<file path="src/rtl/ote_pkg.sv">
// ----------------------------------------------------------------------------
// ote_pkg
// Shared constants, register indexes and the cell-to-cell link type of the
// onset triggered event table.
// ----------------------------------------------------------------------------
package ote_pkg;

  localparam int EVENT_SLOTS = 64;
  localparam int CNT_W       = $clog2(EVENT_SLOTS + 1);

  localparam logic [31:0] MIN_GAP_US     = 32'd100;
  localparam logic [31:0] MAX_DT_US      = 32'd100000;
  localparam logic [16:0] HOLD_US        = 17'd120000;
  localparam logic [20:0] LOG2_FLOOR_Q16 = 21'd526530;
  localparam logic [15:0] MIN_STRENGTH   = 16'd263;
  // ln2 in Q16 (45426) times 10^6 / 64 (15625).
  localparam logic [29:0] LIFE_K         = 30'd709781250;

  localparam logic [1:0] REG_THRESHOLD = 2'd0;
  localparam logic [1:0] REG_GAIN      = 2'd1;
  localparam logic [1:0] REG_DECAY     = 2'd2;

  localparam logic [15:0] THRESHOLD_RST = 16'd32768;
  localparam logic [10:0] GAIN_RST      = 11'd256;
  localparam logic [11:0] DECAY_RST     = 12'd512;

  // Token that walks the cell row once per tick.
  typedef struct packed {
    logic             tok;
    logic             want;
    logic             taken;
    logic [CNT_W-1:0] active;
    logic [CNT_W-1:0] expired;
  } ote_link_t;

endpackage

</file>
<file path="src/rtl/ote_life.sv">
// ----------------------------------------------------------------------------
// ote_life
// Lifetime of a new event: log2 by repeated squaring, a split constant
// multiply and a restoring divide by the decay rate.
// ----------------------------------------------------------------------------
module ote_life import ote_pkg::*; (
  input  logic        clk,
  input  logic        rst_n,
  input  logic        start,
  input  logic [15:0] strength,
  input  logic [11:0] decay,
  output logic        done,
  output logic [31:0] lifetime
);

  localparam logic [2:0] S_IDLE = 3'd0;
  localparam logic [2:0] S_LOG  = 3'd1;
  localparam logic [2:0] S_MUL0 = 3'd2;
  localparam logic [2:0] S_MUL1 = 3'd3;
  localparam logic [2:0] S_SUM  = 3'd4;
  localparam logic [2:0] S_DIV  = 3'd5;

  logic [2:0]  state_r;
  logic        done_r;
  logic [15:0] m_r;
  logic [19:0] res_r;
  logic [4:0]  cnt_r;
  logic [39:0] plo_r;
  logic [38:0] phi_r;
  logic [31:0] q_r;
  logic [11:0] rem_r;
  logic [31:0] life_r;

  logic [3:0]  msb;
  logic [15:0] m_init;
  logic [31:0] sq;
  logic [16:0] mm;
  logic [20:0] dl;
  logic        dl_pos;
  logic [48:0] acc;
  logic [12:0] rem_sh;
  logic        ge;

  always_comb begin
    msb = 4'd0;
    for (int i = 0; i < 16; i++) begin
      if (strength[i]) begin
        msb = 4'(i);
      end
    end
    m_init = 16'(strength << (4'd15 - msb));
    sq     = m_r * m_r;
    mm     = 17'(sq >> 15);
    dl     = {1'b0, res_r} - LOG2_FLOOR_Q16;
    dl_pos = ~dl[20] & (dl != 21'd0);
    acc    = {phi_r, 10'd0} + 49'(plo_r);
    rem_sh = {rem_r, q_r[31]};
    ge     = rem_sh >= {1'b0, decay};
  end

  always_ff @(posedge clk) begin
    if (!rst_n) begin
      state_r <= S_IDLE;
      done_r  <= 1'b0;
    end else begin
      done_r <= 1'b0;
      case (state_r)
        S_IDLE: begin
          if (start) begin
            if (strength < MIN_STRENGTH) begin
              life_r <= 32'd0;
              done_r <= 1'b1;
            end else begin
              m_r     <= m_init;
              res_r   <= {msb, 16'd0};
              cnt_r   <= 5'd0;
              state_r <= S_LOG;
            end
          end
        end
        S_LOG: begin
          if (mm[16]) begin
            m_r                   <= mm[16:1];
            res_r[5'd15 - cnt_r]  <= 1'b1;
          end else begin
            m_r <= mm[15:0];
          end
          cnt_r <= cnt_r + 5'd1;
          if (cnt_r == 5'd15) begin
            state_r <= S_MUL0;
          end
        end
        S_MUL0: begin
          if (!dl_pos) begin
            life_r  <= 32'd0;
            done_r  <= 1'b1;
            state_r <= S_IDLE;
          end else if (decay == 12'd0) begin
            life_r  <= 32'hFFFF_FFFF;
            done_r  <= 1'b1;
            state_r <= S_IDLE;
          end else begin
            plo_r   <= dl[9:0] * LIFE_K;
            state_r <= S_MUL1;
          end
        end
        S_MUL1: begin
          phi_r   <= dl[18:10] * LIFE_K;
          state_r <= S_SUM;
        end
        S_SUM: begin
          q_r     <= 32'(acc >> 18);
          rem_r   <= 12'd0;
          cnt_r   <= 5'd0;
          state_r <= S_DIV;
        end
        S_DIV: begin
          rem_r <= ge ? 12'(rem_sh - {1'b0, decay}) : rem_sh[11:0];
          q_r   <= {q_r[30:0], ge};
          cnt_r <= cnt_r + 5'd1;
          if (cnt_r == 5'd31) begin
            life_r  <= {q_r[30:0], ge};
            done_r  <= 1'b1;
            state_r <= S_IDLE;
          end
        end
        default: state_r <= S_IDLE;
      endcase
    end
  end

  assign done     = done_r;
  assign lifetime = life_r;

endmodule

</file>
<file path="config.mk">
export PLATFORM = sky130hd
export DESIGN_NAME = ote_life
export DESIGN_NICKNAME = d
export VERILOG_FILES = /design/src/rtl/ote_pkg.sv /design/src/rtl/ote_life.sv
export SDC_FILE = /design/constraint.sdc
export NUM_CORES = 1
export LEC_CHECK = 0
export ABC_AREA = 1
export ABC_CLOCK_PERIOD_IN_PS = 8200
export BUFFER_PORTS_ARGS = -buffer_cell sky130_fd_sc_hd__clkbuf_2
export CAP_MARGIN = 10
export CORE_MARGIN = 5
export CORE_UTILIZATION = 41
export CTS_BUF_LIST = sky130_fd_sc_hd__clkbuf_2
export DETAILED_ROUTE_END_ITERATION = 6
export MAX_ROUTING_LAYER = met4
export PLACE_DENSITY = 0.62
export SLEW_MARGIN = 15
export SYNTH_ARGS = -nofsm -noshare
export SYNTH_HDL_FRONTEND = slang
export SYNTH_SLANG_ARGS = --single-unit
</file>
<file path="constraint.sdc">
create_clock -name clk -period 8.2 [get_ports clk]
set_input_delay 0.82 -clock clk [delete_from_list [all_inputs] [get_ports clk]]
set_output_delay 0.82 -clock clk [all_outputs]
set_load 0.02 [all_outputs]
</file>
* After elaboration in Yosys (flattened, before gate mapping) *
Cells that the tools add are included.

operators by class
  $add $sub $neg = 6
  $mul = 3
  $lt $le $gt $ge = 4
  eq/ne operators = 14
  shift operators = 1
  mux-type cells = 50
  bitwise operators = 4
  reduce and logical (&&, ||, !) cells = 17

operators with widths
  operator                                                      count
  two-way mux 32 bit                                            5
  one-hot mux 32 bit (3 select lines)                           1
  one-hot mux 32 bit (2 select lines)                           1
  two-way mux 20 bit                                            3
  adder 49 x 40 -> 49 bit                                       1
  two-way mux 16 bit                                            3
  two-way mux 4 bit                                             12
  one-hot mux 20 bit (2 select lines)                           1
  multiplier 10 x 29 -> 39 bit (second input constant)          1
  multiplier 9 x 29 -> 38 bit (second input constant)           1
  multiplier 16 x 16 -> 32 bit                                  1
  one-hot mux 16 bit (2 select lines)                           1
  one-hot mux 12 bit (2 select lines)                           1
  nonzero test 21 bit                                           1
  subtractor 20 x 20 -> 21 bit (second input constant)          1
  bitwise OR 20 bit                                             1
  one-hot mux 3 bit (6 select lines)                            1
  less-than comparator 16 x 9 -> 1 bit (second input constant)  1
  AND reduction 4 bit                                           4
  left shift 16 x 4 -> 16 bit                                   1
  one-hot mux 5 bit (3 select lines)                            1
  greater-or-equal comparator 13 x 12 -> 1 bit                  1
  zero test 12 bit                                              1
  two-way mux 12 bit                                            1
  29 further kinds                                              53

storage, ports and cells
  register bits after elaboration = 198
  input port bits = 31
  output and inout port bits = 33
  logic and storage cells = 109

* Depth between registers and ports, before layout *
  depth in word-level cells = 20
  gate-level depth with buffers = 33
  gate-level depth less buffers = 33

* Least setup slack after synthesis *
OpenSTA, ideal clock, no wires.

  path type = register -> register
  start = reg m_r[13]
  end = reg res_r[0] (enable)
  setup time = 0.375 ns
  data arrival time = 5.956 ns
  data required time = 7.825 ns
  path slack = 1.869 ns
  stages on the path, launching flop included = 26
  buffers on the path = 2
  period minus slack after synthesis = 6.331 ns
  cells stage by stage = edfxtp_1 -> clkbuf_1 -> clkbuf_1 -> nand2_1 -> fa_1 -> inv_1 -> fa_1 -> fa_1 -> inv_1 -> fa_1 -> inv_1 -> fa_1 -> inv_1 -> fa_1 -> inv_1 -> ha_1 -> nand2_1 -> nor2_1 -> inv_1 -> nor3_1 -> nand3_1 -> nand3_1 -> nand2_2 -> nand2_1 -> nand2_1 -> inv_1

on the way
  word-level cells in the longest chain between the ends = 3

ends and longest elaborated chain
  element                                 RTL line        text
  from (decl)                             ote_life.sv:25  logic [15:0] m_r;
  from (signal assigned)                  ote_life.sv:74  m_r <= m_init;
  from (signal assigned)                  ote_life.sv:83  m_r <= mm[16:1];
  from (signal assigned)                  ote_life.sv:86  m_r <= mm[15:0];
  multiplier 16 x 16 -> 32 bit            ote_life.sv:52  sq = m_r * m_r;
  inequality test 2 bit (no source line)  n/a
  AND reduction 5 bit (no source line)    n/a
  to (signal assigned)                    ote_life.sv:75  res_r <= {msb, 16'd0};
  to (decl)                               ote_life.sv:26  logic [19:0] res_r;

Every way passes these cells.
A chain may end at the register's enable or synchronous reset.

* Worst setup path after layout *
  start = reg res_r[1]
  end = reg phi_r[37] (data pin)

on the way
  word-level cells in the longest chain between the ends = 2

ends and longest elaborated chain
  element                       RTL line         text
  subtractor 20 x 20 -> 21 bit  ote_life.sv:54   dl = {1'b0, res_r} - LOG2_FLOOR_Q16;
  multiplier 9 x 29 -> 38 bit   ote_life.sv:108  phi_r <= dl[18:10] * LIFE_K;
  to (signal assigned)          ote_life.sv:108
  to (decl)                     ote_life.sv:29   logic [38:0] phi_r;

Every way passes these cells.

==> impl_results.md <==
* Status: completed
* Number of vias in the routed layout at between 15000 and 20000
* Die height at around 260 um
* Crit path buffers/inverters at 7
* Cells after Synth at a little over 3000
* Syn. warnings at 0
* Max incr delay on CP at between 0.6 and 0.7 ns
* DPL Wire Length at ~49 mm
* Area added between synthesis and finish at 5.84%
* Mapped Area at 25600 um2
* Post-CTS sizing at 0
* Sequential area share after synthesis at between 20% and 30%
* Reg2Reg Setup Slack at slightly above 1 ns
* RD Place Congestion at 0.938
* Die Span X at ~260 um
* GRT overflow at 0
* Top_reg_cell synth: edfxtp_1
* Clock sinks at between 150 and 200
* Required time of the worst setup path at 8.95 ns
* Final setup margin at ~1 ns
* Post-CTS Hold Buffers at 0
* Number of synthesized flops with an enable pin at roughly 180
* Final Hold Viols at 0
* CTS tree: built
* Cell variety after synth at 57
* Vias per cell at 4.92
* Final setup vio count at 0
* Seq. cell area at 5610 um2
* Ports at 64
* Total track usage at between 10% and 20%
* Top post-synthesis cells by area: edfxtp_1 22%, fa_1 21%, ha_1 16%
* Row count at 91
* Initial antenna violation count at 3
* Footprint of the multi-input gates at 17000 um2
* Tmin final at slightly above 7 ns
* Max-slew violations at 0
* Worst Tran Pin Value at roughly 0.9 ns
* Vias in the first global route at 19561
* Starting DRT DRC Count at 1363
* Most frequent CP cell: inv_1
* RSZ-0062 raised after global routing: false
* Largest net degree at the start of global routing at 56
* Clk_lat worst skew at approximately 1 ns
* Yosys top cell area share at between 20% and 30%
* Yosys top cell by area: edfxtp_1
* PortBufs at 63
* Async SR Flop Fraction at 0%
* Max Freq at 139 MHz
* Share of layout cells above drive strength 1 at between 5 and 6%
* Drt drc at 0
* Drt first pass iters at 6
* H-tree levels at 4
* Root Buffer: clkbuf_2
* Worst Setup End Kind: register
* Core area at between 60000 and 70000 um2
* Routed Antenna Nets at 0
* Num CTS Buffers at 17
* Nets at around 3700
* Max Cap Viol at 0
* Final TNS setup at 0 ns
* Utilization after layout at about 44%
* Full die area at around 68000 um2
* Per-cell routed wire length at roughly 15 um
* Postcts setup bufs at 0
* Period utilisation layout at between 80 and 90%
* Worst Setup Path Type: register to register
* Starting Density at between 40% and 50%
* Critical Path AT at a little under 8 ns
* Drt total wl at a little under 60 mm
* Most frequent cells in the layout: 723 x inv_1, 509 x nand2_1, 335 x ha_1
* Maximum clock path buffer count at 2
* CP delay by family, top: adder cells
* Hold WC Path Type: input port to register
* # fillers at 6215
* Worst path slowest cell: xor2_1
* Syn avg cell area at around 8.3 um2
* Clock Skew at 0.0926 ns
* Seq cells post-synth at roughly 190
* Syn nets at about 3700
* Critical Path Source Type: register
* Worst slack, placed at a little over 1 ns
* Global-route wire length before repair at roughly 99 mm
* CP max FO at 10
* CTS clk-pin slew, worst paths at 0.29 ns
* Slew HR at about two fifths
* Most common cell after layout, fill and taps aside: inv_1
-- through the flow --
step                hold slack [ns]  std cells  instance area [um2]
global route                  0.123       3965                27100
floorplan                     0.509       3076                25600
finish                        0.216       3965                27100
detailed placement            0.537       3930                26800
global placement              0.533       3930                26800
CTS                          0.0653       3962                27100
-- worst register-to-register path, delay by kind of cell (launching register included) --
kind,cells,cell delay (ns)
DFF,1,0.58
adders and majority gates,6,2.76
and+or+nand+nor,9,0.89
xor gates and xnor gates,2,0.82
buffers and inverters,7,1.01
AOI/OAI and AO/OA,4,0.89
-- path summary, 6_finish.rpt --
check,from,to,depth (start not counted)
max,res_r[1],phi_r[37],28
min,rst_n,state_r[1],3
max reg2reg,res_r[1],phi_r[37],28
min reg2reg,q_r[29],q_r[30],2
-- cell families after synthesis --
family | Yosys count | share of synthesized area, %
buffers and inverters | 790 | 11.7
multiplexers | 1 | 0.0440
XOR/XNOR | 106 | 3.68
AO/OA/AOI/OAI | 472 | 10.4
AND/OR/NAND/NOR | 919 | 15.2
adder cells (fa/ha/maj) | 600 | 37.1
flip-flops | 188 | 21.9
-- state kept, by name, summed over array words and instances (netlist names) --
signal / count
done: 1
phi_r: 38
res_r: 20
q_r: 32
rem_r: 12
cnt_r: 5
plo_r: 29
lifetime: 32
m_r: 16
state_r: 3
-- Yosys cell counts, drive strengths merged, types with 2 or more instances --
library cell,instances
inv,732
nand2,518
ha,335
fa,265
a21oi,211
edfxtp,184
o21ai,172
nor2,169
nand3,162
xor2,71
clkbuf,45
xnor2,35
nor3,23
nand4,22
a21o,19
a31oi,19
buf,12
o21bai,11
or2,10
nor4,9
o21a,9
a21boi,8
o221ai,7
dfxtp,4
o211ai,4
a211oi,3
nand3b,3
nor3b,2
o221a,2
o22ai,2
-- cell type report --
type	count	area share, %
antenna	3	0.0277
tap	837	3.86
inverter	733	10.2
sequential	188	20.7
timing repair buffer	74	1.47
clock inverter	15	0.651
clock buffer	17	0.314
multi-input combinational	2098	62.8
-- layer usage --
layer  track usage (%)  routed length (um)  vias up
met4              3.96                1010        0
li1                  -                   -     9881
met1              25.9               28600     9176
met3              2.39                2320       65
met2              28.8               26400      379
met5                 -                   0        -
Power is not shown: default switching activity piles up to over one toggle a cycle in this logic, so the estimate is an artifact.
