`config.mk`:
```
export PLATFORM = sky130hd
export DESIGN_NAME = ote_cell
export DESIGN_NICKNAME = d
export VERILOG_FILES = /design/src/rtl/ote_pkg.sv /design/src/rtl/ote_cell.sv
export SDC_FILE = /design/constraint.sdc
export NUM_CORES = 1
export LEC_CHECK = 0
export ABC_AREA = 1
export BUFFER_PORTS_ARGS = -buffer_cell sky130_fd_sc_hd__buf_2
export CAP_MARGIN = 20
export CORE_ASPECT_RATIO = 0.8
export CORE_MARGIN = 2
export CORE_UTILIZATION = 55
export CTS_CLUSTER_DIAMETER = 100
export DETAILED_ROUTE_END_ITERATION = 6
export GPL_TIMING_DRIVEN = 0
export HOLD_SLACK_MARGIN = 0.06
export PLACE_DENSITY_LB_ADDON = 0.2
export SKIP_LAST_GASP = 1
export SLEW_MARGIN = 10
export SYNTH_ARGS = -nofsm -noshare
export SYNTH_HDL_FRONTEND = slang
export SYNTH_SLANG_ARGS = --single-unit
export TNS_END_PERCENT = 20
```
`constraint.sdc`:
```
create_clock -name clk -period 5.6 [get_ports clk]
set_clock_uncertainty 0.05 [all_clocks]
set_input_delay 0.28 -clock clk [delete_from_list [all_inputs] [get_ports clk]]
set_output_delay 0.28 -clock clk [all_outputs]
set_load 0.02 [all_outputs]
```
`src/rtl/ote_pkg.sv`:
```
// ----------------------------------------------------------------------------
// ote_pkg
// Shared constants, register indexes and the cell-to-cell link type of the
// onset triggered event table.
// ----------------------------------------------------------------------------
package ote_pkg;

  localparam int EVENT_SLOTS = 64;
  localparam int CNT_W       = $clog2(EVENT_SLOTS + 1);

  localparam logic [31:0] MIN_GAP_US     = 32'd100;
  localparam logic [31:0] MAX_DT_US      = 32'd100000;
  localparam logic [16:0] HOLD_US        = 17'd120000;
  localparam logic [20:0] LOG2_FLOOR_Q16 = 21'd526530;
  localparam logic [15:0] MIN_STRENGTH   = 16'd263;
  // ln2 in Q16 (45426) times 10^6 / 64 (15625).
  localparam logic [29:0] LIFE_K         = 30'd709781250;

  localparam logic [1:0] REG_THRESHOLD = 2'd0;
  localparam logic [1:0] REG_GAIN      = 2'd1;
  localparam logic [1:0] REG_DECAY     = 2'd2;

  localparam logic [15:0] THRESHOLD_RST = 16'd32768;
  localparam logic [10:0] GAIN_RST      = 11'd256;
  localparam logic [11:0] DECAY_RST     = 12'd512;

  // Token that walks the cell row once per tick.
  typedef struct packed {
    logic             tok;
    logic             want;
    logic             taken;
    logic [CNT_W-1:0] active;
    logic [CNT_W-1:0] expired;
  } ote_link_t;

endpackage

```
`src/rtl/ote_cell.sv`:
```
// ----------------------------------------------------------------------------
// ote_cell
// One event slot: claims a pending spawn if free, checks expiry and passes
// the running counts on to the next slot.
// ----------------------------------------------------------------------------
module ote_cell import ote_pkg::*; (
  input  logic        clk,
  input  logic        rst_n,
  input  logic [31:0] tick_time,
  input  logic [31:0] new_life,
  input  ote_link_t   link_in,
  output ote_link_t   link_out
);

  logic        valid_r;
  logic [31:0] birth_r;
  logic [31:0] life_r;
  ote_link_t   link_r;
  ote_link_t   link_nxt;

  logic        take;
  logic        eff_valid;
  logic [31:0] cur_birth;
  logic [31:0] cur_life;
  logic [31:0] age;
  logic        expire;
  logic        keep;

  always_comb begin
    take      = link_in.tok & link_in.want & ~link_in.taken & ~valid_r;
    eff_valid = valid_r | take;
    cur_birth = take ? tick_time : birth_r;
    cur_life  = take ? new_life : life_r;
    age       = tick_time - cur_birth;
    // A negative age never expires on this tick.
    expire    = eff_valid & ~age[31] & (age >= cur_life);
    keep      = eff_valid & ~expire;

    link_nxt         = link_in;
    link_nxt.taken   = link_in.taken | take;
    link_nxt.active  = link_in.active + CNT_W'(keep);
    link_nxt.expired = link_in.expired + CNT_W'(expire);
  end

  always_ff @(posedge clk) begin
    if (!rst_n) begin
      valid_r <= 1'b0;
      link_r  <= '0;
    end else begin
      link_r <= link_nxt;
      if (link_in.tok) begin
        valid_r <= keep;
      end
    end
    if (take) begin
      birth_r <= tick_time;
      life_r  <= new_life;
    end
  end

  assign link_out = link_r;

endmodule

```
# Word-level counts from Yosys, hierarchy flattened
# Cells that the tools add are included.
[op_classes] n_addsub=3 order_cmp=1 n_mux=2 bitwise_logic=12
[ops] op="$mux W32" n=2
[ops] op="$ge A32 B32 Y1" n=1
[ops] op="$sub A32 B32 Y32" n=1
[ops] op="$add A7 B1 Y7" n=2
[ops] op="$and A1 B1 Y1" n=6
[ops] op="$not A1 Y1" n=4
[ops] op="$or A1 B1 Y1" n=2
[totals] regBits=82 inputBits=83 output_inout_bits=17 word_cells=26

# Depth between registers and ports, before layout
# Gate-level depths: netlist (run 1).
[depth] ltp_word=11 depth_mapped=44 ltp_nobuf=42

# Least setup slack after synthesis (run 1)
# Ideal clock, no wire load.
[synth_timing] path_type="input -> register" startpoint="input port link_in[15] (netlist name)" endpoint="register link_r (netlist bit link_out[6])" setup_time_ns=0.115 arrival_ns=4.798 required_time_ns=5.435 path_slack_ns=0.637 stages=43 n_path_buf=2 path_cell_list="nand2_2 > nor2_4 > nand2_4 > clkbuf_1 > clkbuf_1 > nand2_1 > o21ai_0 > ha_1 > inv_1 > fa_1 > nand2_1 > inv_1 > a21oi_2 > inv_2 > nand2_1 > nand2_2 > nand2_2 > nand2_4 > (+7 left out) > nand2_1 > nor2_1 > nand4_1 > nor2_1 > nand4_1 > nand3_1 > nand2_1 > inv_1 > nand3_2 > inv_1 > ha_1 > ha_1 > nand2_1 > nor2_1 > inv_1 > nor3_1 > xnor2_1 > nor2_1"
[synth_via] elab_chain_cells=9 elab_cells_between_ends=12 classes_between="2 x add/sub; 1 x order compare; 2 x mux; 7 x bitwise"
[synth_lines] item="start, declared" line_no="ote_cell.sv:11" text="input ote_link_t link_in,"
[synth_lines] item="$and A1 B1 Y1 * (3 in series)" line_no="ote_cell.sv:30" text="take = link_in.tok & link_in.want & ~link_in.taken & ~valid_r;"
[synth_lines] item="$mux W32 *"
[synth_lines] item="via cur_birth[0]" line_no="ote_cell.sv:23" text="logic [31:0] cur_birth;"
[synth_lines] item="$sub A32 B32 Y32 *" line_no="ote_cell.sv:34" text="age = tick_time - cur_birth;"
[synth_lines] item="parallel branches: the longest is 2 deep, another holds $ge A32 B32 Y1"
[synth_lines] item="$and A1 B1 Y1 *" line_no="ote_cell.sv:36" text="expire = eff_valid & ~age[31] & (age >= cur_life);"
[synth_lines] item="$add A7 B1 Y7 *" line_no="ote_cell.sv:42" text="link_nxt.expired = link_in.expired + CNT_W'(expire);"
[synth_lines] item="end signal, assigned" line_no="ote_cell.sv:50" text="link_r <= link_nxt;"
[synth_lines] item="end, declared" line_no="ote_cell.sv:18" text="ote_link_t link_r;"
# Mark *: on every way through the listed nets, which the timed path passes.
# A chain may end at the register's enable or synchronous reset.

# Worst setup path in the final report (run 1)
[layout_timing] startpoint="register valid_r" endpoint="register link_r (netlist bit link_out[6])"
[layout_via] elab_chain_cells=8 elab_cells_between_ends=11 classes_between="2 x add/sub; 1 x order compare; 2 x mux; 6 x bitwise"
[layout_lines] item="start, declared" line_no="ote_cell.sv:15" text="logic valid_r;"
[layout_lines] item="start signal, assigned" line_no="ote_cell.sv:52" text="valid_r <= keep;"
[layout_lines] item="parallel branches: the longest is 6 deep, another holds $sub A32 B32 Y32"
[layout_lines] item="$and A1 B1 Y1 *" line_no="ote_cell.sv:36"
[layout_lines] item="$add A7 B1 Y7 *" line_no="ote_cell.sv:42"
# Every way passes the cells marked *.

==> results.toml, run 1 <==
[run_status]
status = "finished clean"

[placed_design]
portBuffers = 99
post-dp-hpwl_um = 12070
post-place-cells = 1024
routabilityCongestion = 0.9580

[clock_network]
clock_sinks = 82
root_buffer = "clkbuf_16"
cts_hold_buf = 0
clk_latency_ns = 0.34
cts_buffers = 9
cts_tree = "built"
htreeDepth = 3
clk_pin_slew_worst_paths_ns = 0.07
clk_path_buf_depth = 2

[final_layout]
regArea_um2 = 1642
nets = 1062
multi_input_area_um2 = 3616
drive_above_1_share = 0.2838
fin_cells = 1056
layout_commonest_cell = "inv_1"
num-fill-cells = 887
synthToLayoutAreaGrowth_pct = 22.84
mostFrequentLayoutCells = "inv_1 (127), nand2_1 (106), buf_2 (100)"
antenna_cells = 0

[grt]
grt_max_degree = 17
antenna_found_initial = 0
grt_pass1_wl_um = 23810
first_global_vias = 4946
grt_remaining_overflow = 0
grt.total_usage = 0.2684

[sta]
rsz0062_at_grt = "yes"
clock.fmax_ghz = 0.1885
tightest_slew_ns = 0.4530
period_share = 0.9471
setup_viol = 0
slew_headroom = 0.6948
final-max-slew-violation-count = 0
hold_viol = 0
period_minus_slack_ns = 5.304

[synth]
synth-seq-cells = 82
synth.distinct_cells = 41
synth_seq_area_share = 0.2904
syn_nets = 936
syn_avg_cell_area_um2 = 7.201
synth_area_leaders = "dfxtp_1 (29%), ha_1 (15%), inv_1 (8.4%)"
synthArstFlopShare = 0
yosysTopAreaCell = "dfxtp_1"
netlist.area_leader.share = 0.2904
dominantRegCellSynth = "dfxtp_1"
netlist_instances = 785
synth_area_um2 = 5653
synth_edf_count = 0
ys.warnings.count = 0

[detailed_routing]
drc = 0
ant_nets = 0
dr.pass1.iters = 5
via_per_inst = 5.198
post_drt_wl_per_cell_um = 14.54
wl_um = 15350
drt_iter0_drc = 285
num_vias = 5489

[floorplan]
dieHeight_um = 94.68
die_area_um2 = 11110
start_util = 0.5588
die_x_um = 117.3
io_pins = 100
rows = 33
core_um2 = 10120

[setup_path]
cp_slowest_cell = "ha_1"
slowest_delay_ns = 0.34
end_kind = "flop"
cp-start-kind = "flop"
crit_required_ns = 5.79
crit_type = "reg2reg"
crit_top_cell = "nand2_1"
path_max_fanout = 10
cp.arrival_ns = 5.50

[pwr]
p_per_area_nw_per_um2 = 367.3
vdd_drop_max_v = 0.0002224
p_leak_uw = 0.003560
p_total_uw = 2551

[min_path]
min_path_type = "in2reg"

[run]
cap_violations = 0
## metrics by stage
step | TNS (ns) | hold slack, ns | worst slack (ns) | instance area [µm²] | utilization
floorplan | 0 | 0.3235 | 0.6369 | 5653 | -
global placement | -5.882 | 0.3913 | -0.7266 | 6324 | 0.6251
detailed placement | -7.578 | 0.4181 | -0.8900 | 6324 | 0.6251
CTS | 0 | 0.08443 | 0.005821 | 6676 | 0.6600
global route | -0.1014 | 0.1040 | -0.08748 | 6944 | 0.6865
finish | 0 | 0.08683 | 0.2960 | 6944 | 0.6865
## logic make-up after synthesis
family,count (synthesis),synth area share
adder cells (fa/ha/maj),68,0.1518
buffers and inverters,145,0.09628
AND/OR/NAND/NOR,282,0.2428
XOR/XNOR,26,0.04028
AO/OA/AOI/OAI,182,0.1784
flip-flops,82,0.2904
## layer usage
| metal | part of all wire | GRT usage | vias to the layer above |
|---|---|---|---|
| met5 | 0 | 0 | - |
| met4 | 0.0081 | 0.05723 | 0 |
| met3 | 0.053 | 0.05797 | 9 |
| met2 | 0.45 | 0.4274 | 141 |
| met1 | 0.49 | 0.3759 | 2524 |
| li1 | - | - | 2815 |
## worst max-delay path, delay by kind of cell, from the launching register on
kind | cells | cell delay [ns]
AND/OR/NAND/NOR | 20 | 2.12
adder cells (fa/ha/maj) | 4 | 1.00
AO/OA/AOI/OAI | 6 | 0.97
buffers and inverters | 6 | 0.57
flip-flops | 1 | 0.33
XOR/XNOR | 1 | 0.14
## area by class of cell
| cell class | instances | share of cell area |
|---|---|---|
| Multi-Input combinational cell | 558 | 0.5207 |
| Sequential cell | 82 | 0.2364 |
| Timing Repair Buffer | 116 | 0.09225 |
| Inverter | 131 | 0.07117 |
| Clock buffer | 9 | 0.03243 |
| Tap cell | 140 | 0.02523 |
| Buffer | 13 | 0.01315 |
| Clock inverter | 7 | 0.008649 |
## synthesized netlist by cell type, types with 6 or more instances
cell	n
ha_1	67
o21ai_0	93
nand2_1	106
nor2_1	60
nor3_1	10
nand3_1	16
clkbuf_1	14
nand2_2	7
a21oi_1	57
xnor2_1	6
xor2_1	20
inv_1	127
or2_2	58
nand4_1	10
dfxtp_1	82
## where the power goes
group          switching (µW)  internal (µW)  leakage [µW]  total [µW]
Combinational             756            509       0.00273        1270
Sequential               23.8            691      0.000689         715
Clock                     262            309      0.000136         571
Total                    1040           1510       0.00356        2550
## sequential cells by signal, summed over array words and instances (netlist names)
signal    count
valid_r       1
birth_r      32
life_r       32
link_out     17
## what timing repair did
item	in CTS	in global routing
resized for setup	15	56
buffers inserted	3	13
pin swaps	2	20
setup endpoints to repair	14	12
cloned	0	1
## worst paths after layout
path                   startpoint                 endpoint  slack, ns  depth (start not counted)
max          valid_r$_SDFFE_PN0P_   link_out[6]$_SDFF_PN0_       0.30                         37
min                   link_in[15]  link_out[15]$_SDFF_PN0_       0.09                          3
max reg2reg  valid_r$_SDFFE_PN0P_   link_out[6]$_SDFF_PN0_       0.30                         37
min reg2reg    birth_r[0]$_DFF_P_       birth_r[0]$_DFF_P_       0.42                          2
No activity file was read; power rests on OpenSTA's default activity.
==> inputs of run 2 (changes only) <==
ABC_AREA = unset   (was 1)
==> run 2 against run 1 <==
The flow now finishes with violations (negative setup slack). Die area down 5.9%. Sequential share of layout area down 0.18 points. Fmax down 5.8%. Critical endpoint unchanged. Largest cell class unchanged.
==> results.toml, run 2 <==
[final_layout]
regArea_um2 = 1643
layout_commonest_cell = "buf_2"
antenna_cells = 0
nets = 882
synthToLayoutAreaGrowth_pct = 32.00
drive_above_1_share = 0.2989
mostFrequentLayoutCells = "buf_2 (99), dfxtp_1 (81), inv_1 (71)"
num-fill-cells = 687
design_area_um2 = 7004
fin_cells = 855
multi_input_area_um2 = 3789

[setup_path]
cp-start-kind = "flop"
crit_required_ns = 5.79
cp.depth = 27
crit_top_cell = "ha_4"
crit_start = "valid_r$_SDFFE_PN0P_"
path_max_fanout = 8
cp.arrival_ns = 5.83
worstReg2RegStart = "valid_r$_SDFFE_PN0P_"
critPathBufInv = 3
crit_family = "simple AND/OR/NAND/NOR gates"
end_kind = "flop"
crit_end = "link_out[6]$_SDFF_PN0_"
timing.rr.end = "link_out[6]$_SDFF_PN0_"
crit_type = "reg2reg"
worstRegToRegCells = 27
rrSetupSlack_ns = -0.03
slowest_delay_ns = 0.37
cp_slowest_cell = "fa_2"

[grt]
grtUsageMet2 = 0.4247
grt.total_usage = 0.2461
grt_pass1_wl_um = 20670
grt_remaining_overflow = 0
met3_usage = 0.05354
top_usage_layer = "met2"
first_global_vias = 4525
grt_max_degree = 17
met1_usage = 0.3142
antenna_found_initial = 0

[detailed_routing]
post_drt_wl_per_cell_um = 16.01
wl_um = 13690
dr.pass1.iters = 4
num_vias = 4792
via_per_inst = 5.605
drt_iter0_drc = 211
ant_nets = 0
drc = 0

[run]
cap_violations = 0

[clock_network]
clk_pin_slew_worst_paths_ns = 0.07
clk_path_buf_depth = 2
cts_tree = "built"
clock_sinks = 82
htreeDepth = 3
cts_hold_buf = 0
clk_latency_ns = 0.35
root_buffer = "clkbuf_16"
cts_buffers = 9

[run_status]
failed_checks = "negative setup slack"
status = "complete, but fails checks"

[sta]
clock.fmax_ghz = 0.1776
rsz0062_at_grt = "yes"
fin_ws_ns = -0.03039
final-max-slew-violation-count = 0
hold_viol = 0
setup_viol = 3
period_share = 1.005
period_minus_slack_ns = 5.630
tns_ns = -0.07415
slew_headroom = 0.4888
tightest_slew_ns = 0.7668

[min_path]
min_path_type = "in2reg"

[floorplan]
start_util = 0.5569
die_area_um2 = 10450
core_um2 = 9529
io_pins = 100
rows = 32
dieHeight_um = 91.86
die_x_um = 113.8

[placed_design]
portBuffers = 99
place_ws_ns = -1.279
post-dp-hpwl_um = 9459
post-place-cells = 820
routabilityCongestion = 0.8981
placed_cell_area_um2 = 5952

[synth]
synth_seq_area_share = 0.3094
synth_edf_count = 0
synthArstFlopShare = 0
yosysTopAreaCell = "dfxtp_1"
synth.distinct_cells = 54
synth-seq-cells = 82
yosysMostFrequentCell = "dfxtp_1"
netlist.area_leader.share = 0.3094
syn_avg_cell_area_um2 = 8.815
synth_commonest_cells = "dfxtp_1 (82), inv_1 (73), ha_1 (67)"
ys.warnings.count = 0
syn_nets = 753
netlist_instances = 602
dominantRegCellSynth = "dfxtp_1"
synth_area_leaders = "dfxtp_1 (31%), ha_1 (16%), mux2i_1 (11%)"
synth_area_um2 = 5306

[pwr]
p_per_area_nw_per_um2 = 407.7
p_total_uw = 2856
vdd_drop_max_v = 0.0001958
p_leak_uw = 0.003274
-- run 2: cell count changes after synthesis, moves of 8 or more --
cell     change
xor2_1       -9
mux2i_1     +58
inv_1       -54
or2_2       -55
a21o_1      +14
and2_1      +15
a21oi_1     -20
nand2_1     -77
and3_1       +8
nor2_1      -32
xnor2_1     +19
o21ai_0     -70
-- run 2: worst min-delay path by stage --
stage / from / to / slack [ns] / cells past startpoint
finish: new_life[1] / life_r[1]$_DFF_P_ / 0.12 / 3
global route: new_life[25] / life_r[25]$_DFF_P_ / 0.13 / 3
floorplan: tick_time[9] / birth_r[9]$_DFF_P_ / 0.34 / 2
global placement: birth_r[30]$_DFF_P_ / birth_r[30]$_DFF_P_ / 0.39 / 2
CTS: new_life[28] / life_r[28]$_DFF_P_ / 0.11 / 3
detailed placement: birth_r[15]$_DFF_P_ / birth_r[15]$_DFF_P_ / 0.40 / 2
-- run 2: kinds of logic (layout without fill, tap and decap cells) --
kind of cell	after synthesis	in the layout	share of synthesized area
buffers and inverters	90	224	0.06390
AOI/OAI and AO/OA	130	130	0.1577
DFF	82	82	0.3094
xor gates and xnor gates	36	36	0.05942
adders and majority gates	68	68	0.1618
muxes	63	63	0.1200
and+or+nand+nor	133	133	0.1278
-- run 2: repair_timing --
action / in CTS / in global routing
resized for setup: 54 / 54
cloned: 0 / 1
setup endpoints to repair: 15 / 14
pin swaps: 20 / 17
buffers inserted: 9 / 15
hold endpoints to repair: 0 / 0
-- run 2: final cells by class --
type / count / area share
multi-input cells: 430 / 0.5409
flip-flops and latches: 82 / 0.2345
repair buffers: 124 / 0.1006
inverters: 73 / 0.03912
clock buffers: 9 / 0.03215
well taps: 119 / 0.02126
clock inverters: 7 / 0.01572
plain buffers: 11 / 0.01572
-- run 2: worst reg2reg max path, stage by stage, from the launching register on --
cell and delay [ns]:
dfxtp_2 0.35, nor4bb_4 0.27, buf_4 0.19, clkbuf_16 0.17
mux2_4 0.18, ha_4 0.13, inv_1 0.05, fa_2 0.37
a211oi_4 0.28, o211ai_1 0.15, a32oi_2 0.29, a21boi_2 0.15
a31o_4 0.29, and3_4 0.16, o311ai_2 0.28, nand3_4 0.12
ha_4 0.29, nand4_1 0.08, or2_2 0.32, nor2_1 0.13
o21ai_1 0.12, nand2_1 0.16, and4b_1 0.22, ha_2 0.22
ha_4 0.15, nand3_1 0.08, xnor2_1 0.13, and2_1 0.15
-- run 2: through the flow --
stage	hold slack (ns)	util
4_1_cts	0.1136	0.6918
3_5_place_dp	0.3966	0.6246
3_3_place_gp	0.3903	0.6246
5_1_grt	0.1254	0.7350
2_1_floorplan	0.3364	-
6_report	0.1196	0.7350
-- run 2: power by group --
| group | total, µW | switching [µW] | internal [µW] |
|---|---|---|---|
| combinational | 1440 | 790 | 649 |
| clock | 671 | 272 | 399 |
| sequential | 745 | 39.8 | 705 |
| total | 2860 | 1100 | 1750 |
-- run 2: per-layer routing --
metal,part of all wire,vias to the layer above
li1,-,2381
met1,0.44,2271
met2,0.50,123
met3,0.046,17
met4,0.014,0
met5,0,-
